===== src/rtl/rvd_pkg.sv =====
// Package for the RV32 subset instruction decoder: major opcodes, the dense
// operation numbering, the funct7 classes and the stage payload types.
// No dependencies.
`timescale 1ns / 1ps
`default_nettype none

package rvd_pkg;

    localparam logic [6:0] OPC_LOAD   = 7'h03;
    localparam logic [6:0] OPC_OPIMM  = 7'h13;
    localparam logic [6:0] OPC_SYSTEM = 7'h73;
    localparam logic [6:0] OPC_OP     = 7'h33;
    localparam logic [6:0] OPC_STORE  = 7'h23;
    localparam logic [6:0] OPC_BRANCH = 7'h63;
    localparam logic [6:0] OPC_LUI    = 7'h37;
    localparam logic [6:0] OPC_JAL    = 7'h6F;

    localparam logic [6:0] F7_SUB_SRA = 7'h20;
    localparam logic [6:0] F7_MULDIV  = 7'h01;
    localparam logic [6:0] F7_ZERO    = 7'h00;

    localparam int IMM_W  = 21;
    localparam int REG_W  = 5;
    localparam int WORD_W = 32;

    typedef enum logic [4:0] {
        OP_ADD   = 5'd0,  OP_MUL   = 5'd1,  OP_SUB   = 5'd2,  OP_SLL   = 5'd3,
        OP_MULH  = 5'd4,  OP_SLT   = 5'd5,  OP_XOR   = 5'd6,  OP_DIV   = 5'd7,
        OP_SRL   = 5'd8,  OP_SRA   = 5'd9,  OP_OR    = 5'd10, OP_REM   = 5'd11,
        OP_AND   = 5'd12, OP_ADDI  = 5'd13, OP_SLLI  = 5'd14, OP_SLTI  = 5'd15,
        OP_XORI  = 5'd16, OP_SRLI  = 5'd17, OP_SRAI  = 5'd18, OP_ORI   = 5'd19,
        OP_ANDI  = 5'd20, OP_LB    = 5'd21, OP_LH    = 5'd22, OP_LW    = 5'd23,
        OP_SB    = 5'd24, OP_SH    = 5'd25, OP_SW    = 5'd26, OP_BEQ   = 5'd27,
        OP_BNE   = 5'd28, OP_LUI   = 5'd29, OP_JAL   = 5'd30, OP_ECALL = 5'd31
    } op_t;

    typedef enum logic [1:0] {
        F7C_BASE   = 2'd0,
        F7C_MULDIV = 2'd1,
        F7C_ALT    = 2'd2,
        F7C_NONE   = 2'd3
    } f7c_t;

    typedef struct packed {
        logic is_r;
        logic is_i;
        logic is_load;
        logic is_store;
        logic is_br;
        logic is_lui;
        logic is_jal;
        logic is_sys;
    } cls_t;

    typedef struct packed {
        logic              bad;
        op_t               op;
        logic [REG_W-1:0]  rd;
        logic [REG_W-1:0]  rs1;
        logic [REG_W-1:0]  rs2;
        logic [IMM_W-1:0]  imm;
    } dec_t;

endpackage

`default_nettype wire


===== src/rtl/rv32_subset_instruction_decoder_top.sv =====
// Top level of the RV32 subset instruction decoder: three-stage decode pipeline
// with per-stage valid bits and stream handshakes on both sides.
// Depends on rvd_pkg.
`timescale 1ns / 1ps
`default_nettype none

// Decodes one 32-bit RV32I/M-subset instruction per beat into a dense operation
// number, rd/rs1/rs2 and an immediate (sign-extended except for LUI and shifts);
// encodings outside the subset come out with the illegal flag set and every other
// field zero. Throughput is one instruction per clock while the output side does
// not stall; a beat passes opcode classing, field decode and the output register
// in turn. Each stage holds its beat while the next is full and stalled, so
// bubbles close up and a stall on the output side loses nothing.

module rv32_subset_instruction_decoder_top
    import rvd_pkg::*;
(
    input  wire logic        aclk,
    input  wire logic        aresetn,
    input  wire logic        s_tvalid,
    output logic             s_tready,
    input  wire logic [31:0] s_tdata,   // [31:0] instruction_word
    output logic             m_tvalid,
    input  wire logic        m_tready,
    output logic [47:0]      m_tdata,   // [4:0] op_code, [9:5] dest_reg,
                                        // [14:10] src1_reg, [19:15] src2_reg,
                                        // [40:20] immediate, [47:41] zero
    output logic [0:0]       m_tuser    // [0] illegal
);

    logic en1, en2, en3;

    logic              v1_reg, v2_reg, v3_reg;
    logic [WORD_W-1:0] w1_reg;
    cls_t              cls1_reg, cls1_next;
    f7c_t              f7c1_reg, f7c1_next;
    dec_t              dec2_reg, dec2_next;
    dec_t              out3_reg, out3_next;

    assign en3      = !v3_reg || m_tready;
    assign en2      = !v2_reg || en3;
    assign en1      = !v1_reg || en2;
    assign s_tready = en1;

    // stage 1: major opcode and funct7 class
    always_comb begin
        cls1_next = '0;
        unique case (s_tdata[6:0])
            OPC_OP:     cls1_next.is_r     = 1'b1;
            OPC_OPIMM:  cls1_next.is_i     = 1'b1;
            OPC_LOAD:   cls1_next.is_load  = 1'b1;
            OPC_STORE:  cls1_next.is_store = 1'b1;
            OPC_BRANCH: cls1_next.is_br    = 1'b1;
            OPC_LUI:    cls1_next.is_lui   = 1'b1;
            OPC_JAL:    cls1_next.is_jal   = 1'b1;
            OPC_SYSTEM: cls1_next.is_sys   = 1'b1;
            default:    cls1_next          = '0;
        endcase
        unique case (s_tdata[31:25])
            F7_ZERO:    f7c1_next = F7C_BASE;
            F7_MULDIV:  f7c1_next = F7C_MULDIV;
            F7_SUB_SRA: f7c1_next = F7C_ALT;
            default:    f7c1_next = F7C_NONE;
        endcase
    end

    // stage 2: legality, operation and immediate
    logic [2:0]       f3;
    logic [6:0]       hi;
    logic [REG_W-1:0] rd, rs1, rs2;
    logic [IMM_W-1:0] imm_i, imm_s, imm_b, imm_j, imm_u, imm_sh;

    assign f3     = w1_reg[14:12];
    assign hi     = w1_reg[31:25];
    assign rd     = w1_reg[11:7];
    assign rs1    = w1_reg[19:15];
    assign rs2    = w1_reg[24:20];
    assign imm_i  = {{9{w1_reg[31]}}, w1_reg[31:20]};
    assign imm_s  = {{9{w1_reg[31]}}, w1_reg[31:25], w1_reg[11:7]};
    assign imm_b  = {{8{w1_reg[31]}}, w1_reg[31], w1_reg[7], w1_reg[30:25],
                     w1_reg[11:8], 1'b0};
    assign imm_j  = {w1_reg[31], w1_reg[19:12], w1_reg[20], w1_reg[30:21], 1'b0};
    assign imm_u  = {1'b0, w1_reg[31:12]};
    assign imm_sh = {{(IMM_W-5){1'b0}}, w1_reg[24:20]};

    always_comb begin
        dec2_next     = '0;
        dec2_next.op  = OP_ADD;
        dec2_next.bad = 1'b0;
        if (cls1_reg.is_r) begin
            dec2_next.rd  = rd;
            dec2_next.rs1 = rs1;
            dec2_next.rs2 = rs2;
            unique case ({f3, f7c1_reg})
                {3'd0, F7C_BASE}:   dec2_next.op = OP_ADD;
                {3'd0, F7C_MULDIV}: dec2_next.op = OP_MUL;
                {3'd0, F7C_ALT}:    dec2_next.op = OP_SUB;
                {3'd1, F7C_BASE}:   dec2_next.op = OP_SLL;
                {3'd1, F7C_MULDIV}: dec2_next.op = OP_MULH;
                {3'd2, F7C_BASE}:   dec2_next.op = OP_SLT;
                {3'd4, F7C_BASE}:   dec2_next.op = OP_XOR;
                {3'd4, F7C_MULDIV}: dec2_next.op = OP_DIV;
                {3'd5, F7C_BASE}:   dec2_next.op = OP_SRL;
                {3'd5, F7C_ALT}:    dec2_next.op = OP_SRA;
                {3'd6, F7C_BASE}:   dec2_next.op = OP_OR;
                {3'd6, F7C_MULDIV}: dec2_next.op = OP_REM;
                {3'd7, F7C_BASE}:   dec2_next.op = OP_AND;
                default:            dec2_next.bad = 1'b1;
            endcase
        end else if (cls1_reg.is_i) begin
            dec2_next.rd  = rd;
            dec2_next.rs1 = rs1;
            dec2_next.imm = imm_i;
            unique case (f3)
                3'd0: dec2_next.op = OP_ADDI;
                3'd1: begin
                    dec2_next.op  = OP_SLLI;
                    dec2_next.imm = imm_sh;
                    dec2_next.bad = (hi != F7_ZERO);
                end
                3'd2: dec2_next.op = OP_SLTI;
                3'd4: dec2_next.op = OP_XORI;
                3'd5: begin
                    dec2_next.imm = imm_sh;
                    dec2_next.op  = (hi == F7_SUB_SRA) ? OP_SRAI : OP_SRLI;
                    dec2_next.bad = (hi != F7_ZERO) && (hi != F7_SUB_SRA);
                end
                3'd6: dec2_next.op = OP_ORI;
                3'd7: dec2_next.op = OP_ANDI;
                default: dec2_next.bad = 1'b1;
            endcase
        end else if (cls1_reg.is_load) begin
            dec2_next.rd  = rd;
            dec2_next.rs1 = rs1;
            dec2_next.imm = imm_i;
            dec2_next.op  = op_t'(OP_LB + {2'b00, f3});
            dec2_next.bad = (f3 > 3'd2);
        end else if (cls1_reg.is_store) begin
            dec2_next.rs1 = rs1;
            dec2_next.rs2 = rs2;
            dec2_next.imm = imm_s;
            dec2_next.op  = op_t'(OP_SB + {2'b00, f3});
            dec2_next.bad = (f3 > 3'd2);
        end else if (cls1_reg.is_br) begin
            dec2_next.rs1 = rs1;
            dec2_next.rs2 = rs2;
            dec2_next.imm = imm_b;
            dec2_next.op  = (f3[0]) ? OP_BNE : OP_BEQ;
            dec2_next.bad = (f3 > 3'd1);
        end else if (cls1_reg.is_lui) begin
            dec2_next.rd  = rd;
            dec2_next.imm = imm_u;
            dec2_next.op  = OP_LUI;
        end else if (cls1_reg.is_jal) begin
            dec2_next.rd  = rd;
            dec2_next.imm = imm_j;
            dec2_next.op  = OP_JAL;
        end else if (cls1_reg.is_sys) begin
            dec2_next.op  = OP_ECALL;
            dec2_next.bad = (f3 != 3'd0) || (w1_reg[31:20] != 12'd0);
        end else begin
            dec2_next.bad = 1'b1;
        end
    end

    // stage 3: illegal encodings leave every field zero
    always_comb begin
        out3_next = '0;
        out3_next.op = OP_ADD;
        if (dec2_reg.bad) begin
            out3_next.bad = 1'b1;
        end else begin
            out3_next = dec2_reg;
        end
    end

    always_ff @(posedge aclk) begin
        if (!aresetn) begin
            v1_reg <= 1'b0;
            v2_reg <= 1'b0;
            v3_reg <= 1'b0;
        end else begin
            if (en1) v1_reg <= s_tvalid;
            if (en2) v2_reg <= v1_reg;
            if (en3) v3_reg <= v2_reg;
        end
    end

    always_ff @(posedge aclk) begin
        if (en1 && s_tvalid) begin
            w1_reg   <= s_tdata;
            cls1_reg <= cls1_next;
            f7c1_reg <= f7c1_next;
        end
        if (en2 && v1_reg) dec2_reg <= dec2_next;
        if (en3 && v2_reg) out3_reg <= out3_next;
    end

    assign m_tvalid = v3_reg;
    assign m_tuser  = out3_reg.bad;
    assign m_tdata  = {7'd0, out3_reg.imm, out3_reg.rs2, out3_reg.rs1,
                       out3_reg.rd, out3_reg.op};

    // assertions
    a_illegal_zero: assert property (@(posedge aclk) disable iff (!aresetn)
        m_tvalid && m_tuser[0] |-> m_tdata[40:0] == 41'd0)
        else $error("illegal beat carries nonzero fields");

    a_lui_positive: assert property (@(posedge aclk) disable iff (!aresetn)
        m_tvalid && !m_tuser[0] && m_tdata[4:0] == OP_LUI |-> !m_tdata[40])
        else $error("lui immediate has sign bit set");

    a_ecall_fields: assert property (@(posedge aclk) disable iff (!aresetn)
        m_tvalid && !m_tuser[0] && m_tdata[4:0] == OP_ECALL
        |-> m_tdata[40:5] == 36'd0)
        else $error("ecall beat carries register or immediate");

    a_stage2_hold: assert property (@(posedge aclk) disable iff (!aresetn)
        v2_reg && !en3 |=> v2_reg && $stable(dec2_reg))
        else $error("decode stage lost its beat during a stall");

endmodule

`default_nettype wire

===== config.mk =====
export PLATFORM = sky130hd
export DESIGN_NAME = rv32_subset_instruction_decoder_top
export DESIGN_NICKNAME = d
export VERILOG_FILES = /design/src/rtl/rvd_pkg.sv /design/src/rtl/rv32_subset_instruction_decoder_top.sv
export SDC_FILE = /design/constraint.sdc
export NUM_CORES = 1
export LEC_CHECK = 0
export ABC_AREA = 0
export BUFFER_PORTS_ARGS = -buffer_cell sky130_fd_sc_hd__buf_2
export CAP_MARGIN = 40
export CORE_MARGIN = 2
export CORE_UTILIZATION = 25
export DETAILED_ROUTE_END_ITERATION = 7
export SLEW_MARGIN = 20
export SYNTH_ARGS = -nofsm -noshare
export SYNTH_HDL_FRONTEND = slang
export SYNTH_SLANG_ARGS = --single-unit

===== constraint.sdc =====
create_clock -name aclk -period 3.7 [get_ports aclk]
set_input_delay 0.37 -clock aclk [delete_from_list [all_inputs] [get_ports aclk]]
set_output_delay 0.37 -clock aclk [all_outputs]
set_load 0.03 [all_outputs]

==> key figures <==
Run status
  • Status: complete, no violations

Final layout
  • Final net count: 550
  • Diode count: 0
  • Layout cells sized above 1: 23.99%
  • Area delta synth->final: 24.52%
  • Largest register FFs: 42

Clock tree
  • Post_cts resized: 0
  • Postcts setup bufs: 0
  • H-tree depth: 4
  • CTS clk-pin slew, worst paths: 60 ps
  • Hold_buf cts: 0
  • Worst skew pair latency: 410 ps
  • # clock sinks: 122
  • Max Root-Sink Buffers: 2
  • Num CTS Buffers: 17
  • Root Buffer: clkbuf_16
  • CTS tree: built

Timing
  • Clk_skew: 9.177 ps
  • Final setup viols: 0
  • RSZ-0062 raised after global routing: no
  • Max Slew Vio Count: 0
  • Max Freq: 0.4552 GHz
  • Fin Setup TNS: 0 ps
  • Final Critical Period: 2197 ps
  • Endpoints failing hold: 0
  • Least-Margin Pin Slew: 789.0 ps
  • Period utilisation layout: 59.37%
  • Hold slack: 129.2 ps
  • Slew HR: 47.40%

GRT
  • Largest net degree at the start of global routing: 30
  • GRT Total Usage: 10.76%
  • Vias in the first global route: 3486
  • First-pass GRT wire length: 19.26 mm
  • Grt ovf: 0
  • Initial antenna violation count: 0

Setup path
  • Critical path type: reg2reg
  • R2r setup slk: 1500 ps
  • Startpoint Class: register
  • Req. time, crit path: 3920 ps
  • Crit-path max FO: 12
  • Crit. End Element: register
  • Critical Path AT: 2410 ps

Power and ir drop
  • Clock power frac: 47.4%
  • Sw Share: 22.60%
  • Worst VDD drop: 0.2672 mV
  • Logic pwr share: 7.8%
  • Psw: 0.0008541 W
  • Pint: 0.002925 W
  • Pwr Density: 550.1 nW/µm²
  • Sequential power share: 44.8%
  • Tot Pwr: 0.003779 W
  • P_leak: 2.383 nW

Synthesis
  • Synth cell types: 57
  • Synth Cell Area: 5517 µm²
  • Seq/Total Area, Yosys: 65.87%
  • Main synth FF type: edfxtp_1
  • Synthesized instance count: 433
  • Flops & latches, synth: 122
  • Async SR Flop Fraction: 0%
  • Syn avg cell area: 12.74 µm²
  • Number of flops mapped to enable cells by yosys: 119
  • Yosys warns: 0

Routing
  • Final wirelength: 12.08 mm
  • Met3 wire len: 915 µm
  • Top layer in use: met4
  • Routed vias: 3582
  • Number of routed nets with antenna violations: 0
  • Met2 routed WL: 5.844 mm
  • Drt pass-1 iters: 5
  • Drt drc: 0
  • M1 wire length: 5.070 mm
  • WL/cell: 15.08 µm
  • Initial DRC Count: 256
  • Routed vias/inst: 4.472

Die
  • Die width: 152.5 µm
  • Die Y: 152.5 µm
  • I/O pin cnt: 87
  • Placeable core region: 21760 µm²
  • Number of core rows: 54
  • Starting Density: 25.36%
  • Die ar.: 23270 µm²

Placement
  • Routability cong.: 0.8545
  • Port Buffers: 79
  • Dpl hpwl: 8.736 mm

Job
  • Max cap viols: 0

Worst hold path
  • Hold crit path type: in2reg
-- layer usage --
metal,vias up,GRT usage [%]
met5,-,0
met4,0,4.453
met3,21,3.783
met2,136,17.05
met1,1657,13.43
li1,1768,-
-- path summary, 6_finish.rpt --
check,start,endpoint,cells after the start
setup / recovery,w1_reg[13],dec2_reg[37],6
hold / removal,s_tdata[21],w1_reg[21],1
setup reg to reg,w1_reg[13],dec2_reg[37],6
hold reg to reg,dec2_reg[37],m_tdata[1],1
-- cells in the mapped netlist (4+ instances only) --
| library cell | instances | area [µm²] |
|---|---|---|
| nor2_1 | 28 | 105.1 |
| a21oi_1 | 20 | 100.1 |
| nand2b_1 | 5 | 31.28 |
| inv_1 | 8 | 30.03 |
| ha_1 | 6 | 75.07 |
| and2_1 | 10 | 62.56 |
| a221oi_1 | 9 | 78.83 |
| o31ai_1 | 4 | 30.03 |
| a311o_1 | 6 | 60.06 |
| buf_4 | 9 | 67.56 |
| a211oi_1 | 5 | 37.54 |
| o21ai_0 | 19 | 95.09 |
| buf_2 | 5 | 25.02 |
| edfxtp_1 | 119 | 3573 |
| nor2b_1 | 57 | 356.6 |
| clkbuf_1 | 17 | 63.81 |
| a22oi_1 | 4 | 30.03 |
| nand2_1 | 27 | 101.4 |
| a31oi_1 | 4 | 25.02 |
| nand3_1 | 4 | 20.02 |
| nor3_1 | 11 | 55.05 |
-- area by class of cell --
type,instances,area [µm²]
sequential,122,3633
tap,280,350.3
multi-input combinational,275,1734
clock buffer,17,425.4
inverter,8,30.03
clock inverter,15,222.7
fill,2209,14890
timing repair buffer,84,473.0
-- cells by family after synthesis --
kind of cell,synth area share (%)
flip-flops,65.87
buffers and inverters,3.720
AO/OA/AOI/OAI,11.34
multiplexers,0.1815
other,0.06798
AND/OR/NAND/NOR,17.46
adder cells (fa/ha/maj),1.361
-- cell usage in the layout, fill, tap and decap left out, types with 5 or more instances in the layout --
| cell type | count |
|---|---|
| nand2b_1 | 5 |
| ha_1 | 6 |
| nor3_1 | 11 |
| and2_1 | 10 |
| a21oi_1 | 20 |
| buf_2 | 79 |
| bufinv_16 | 5 |
| nand2_1 | 27 |
| a221oi_1 | 9 |
| a211oi_1 | 5 |
| clkbuf_16 | 17 |
| a311o_1 | 6 |
| conb_1 | 7 |
| nor2_1 | 28 |
| o21ai_0 | 19 |
| nor2b_1 | 56 |
| inv_1 | 8 |
| edfxtp_1 | 119 |
-- metrics by stage --
| step | utilization [%] | setup slack [ps] | instance area, µm² | cells |
|---|---|---|---|---|
| 6_report | 31.57 | 1503 | 6869 | 801 |
| 5_1_grt | 31.57 | 1368 | 6869 | 801 |
| 4_1_cts | 31.57 | 1524 | 6869 | 801 |
| 3_5_place_dp | 28.59 | 1553 | 6221 | 769 |
| 3_3_place_gp | 28.31 | 1588 | 6158 | 766 |
| 2_1_floorplan | - | 588.8 | 5539 | 439 |
-- power by group through the flow --
stage          logic [W]  registers [W]  clock network [W]
6_report        0.000294        0.00169            0.00179
5_1_grt         0.000327        0.00170            0.00190
4_1_cts         0.000298        0.00169            0.00183
3_5_place_dp    0.000297        0.00172                  0
3_3_place_gp    0.000282        0.00173                  0
2_1_floorplan   0.000200        0.00171                  0
-- worst max-delay path: stages, from the launching register on --
cell	delay (ps)
edfxtp_1	530
inv_1	200
ha_1	420
or3b_2	490
a21oi_1	150
o21ai_0	90
o31ai_1	120
Note: power is estimated with default switching activity, not from simulation.
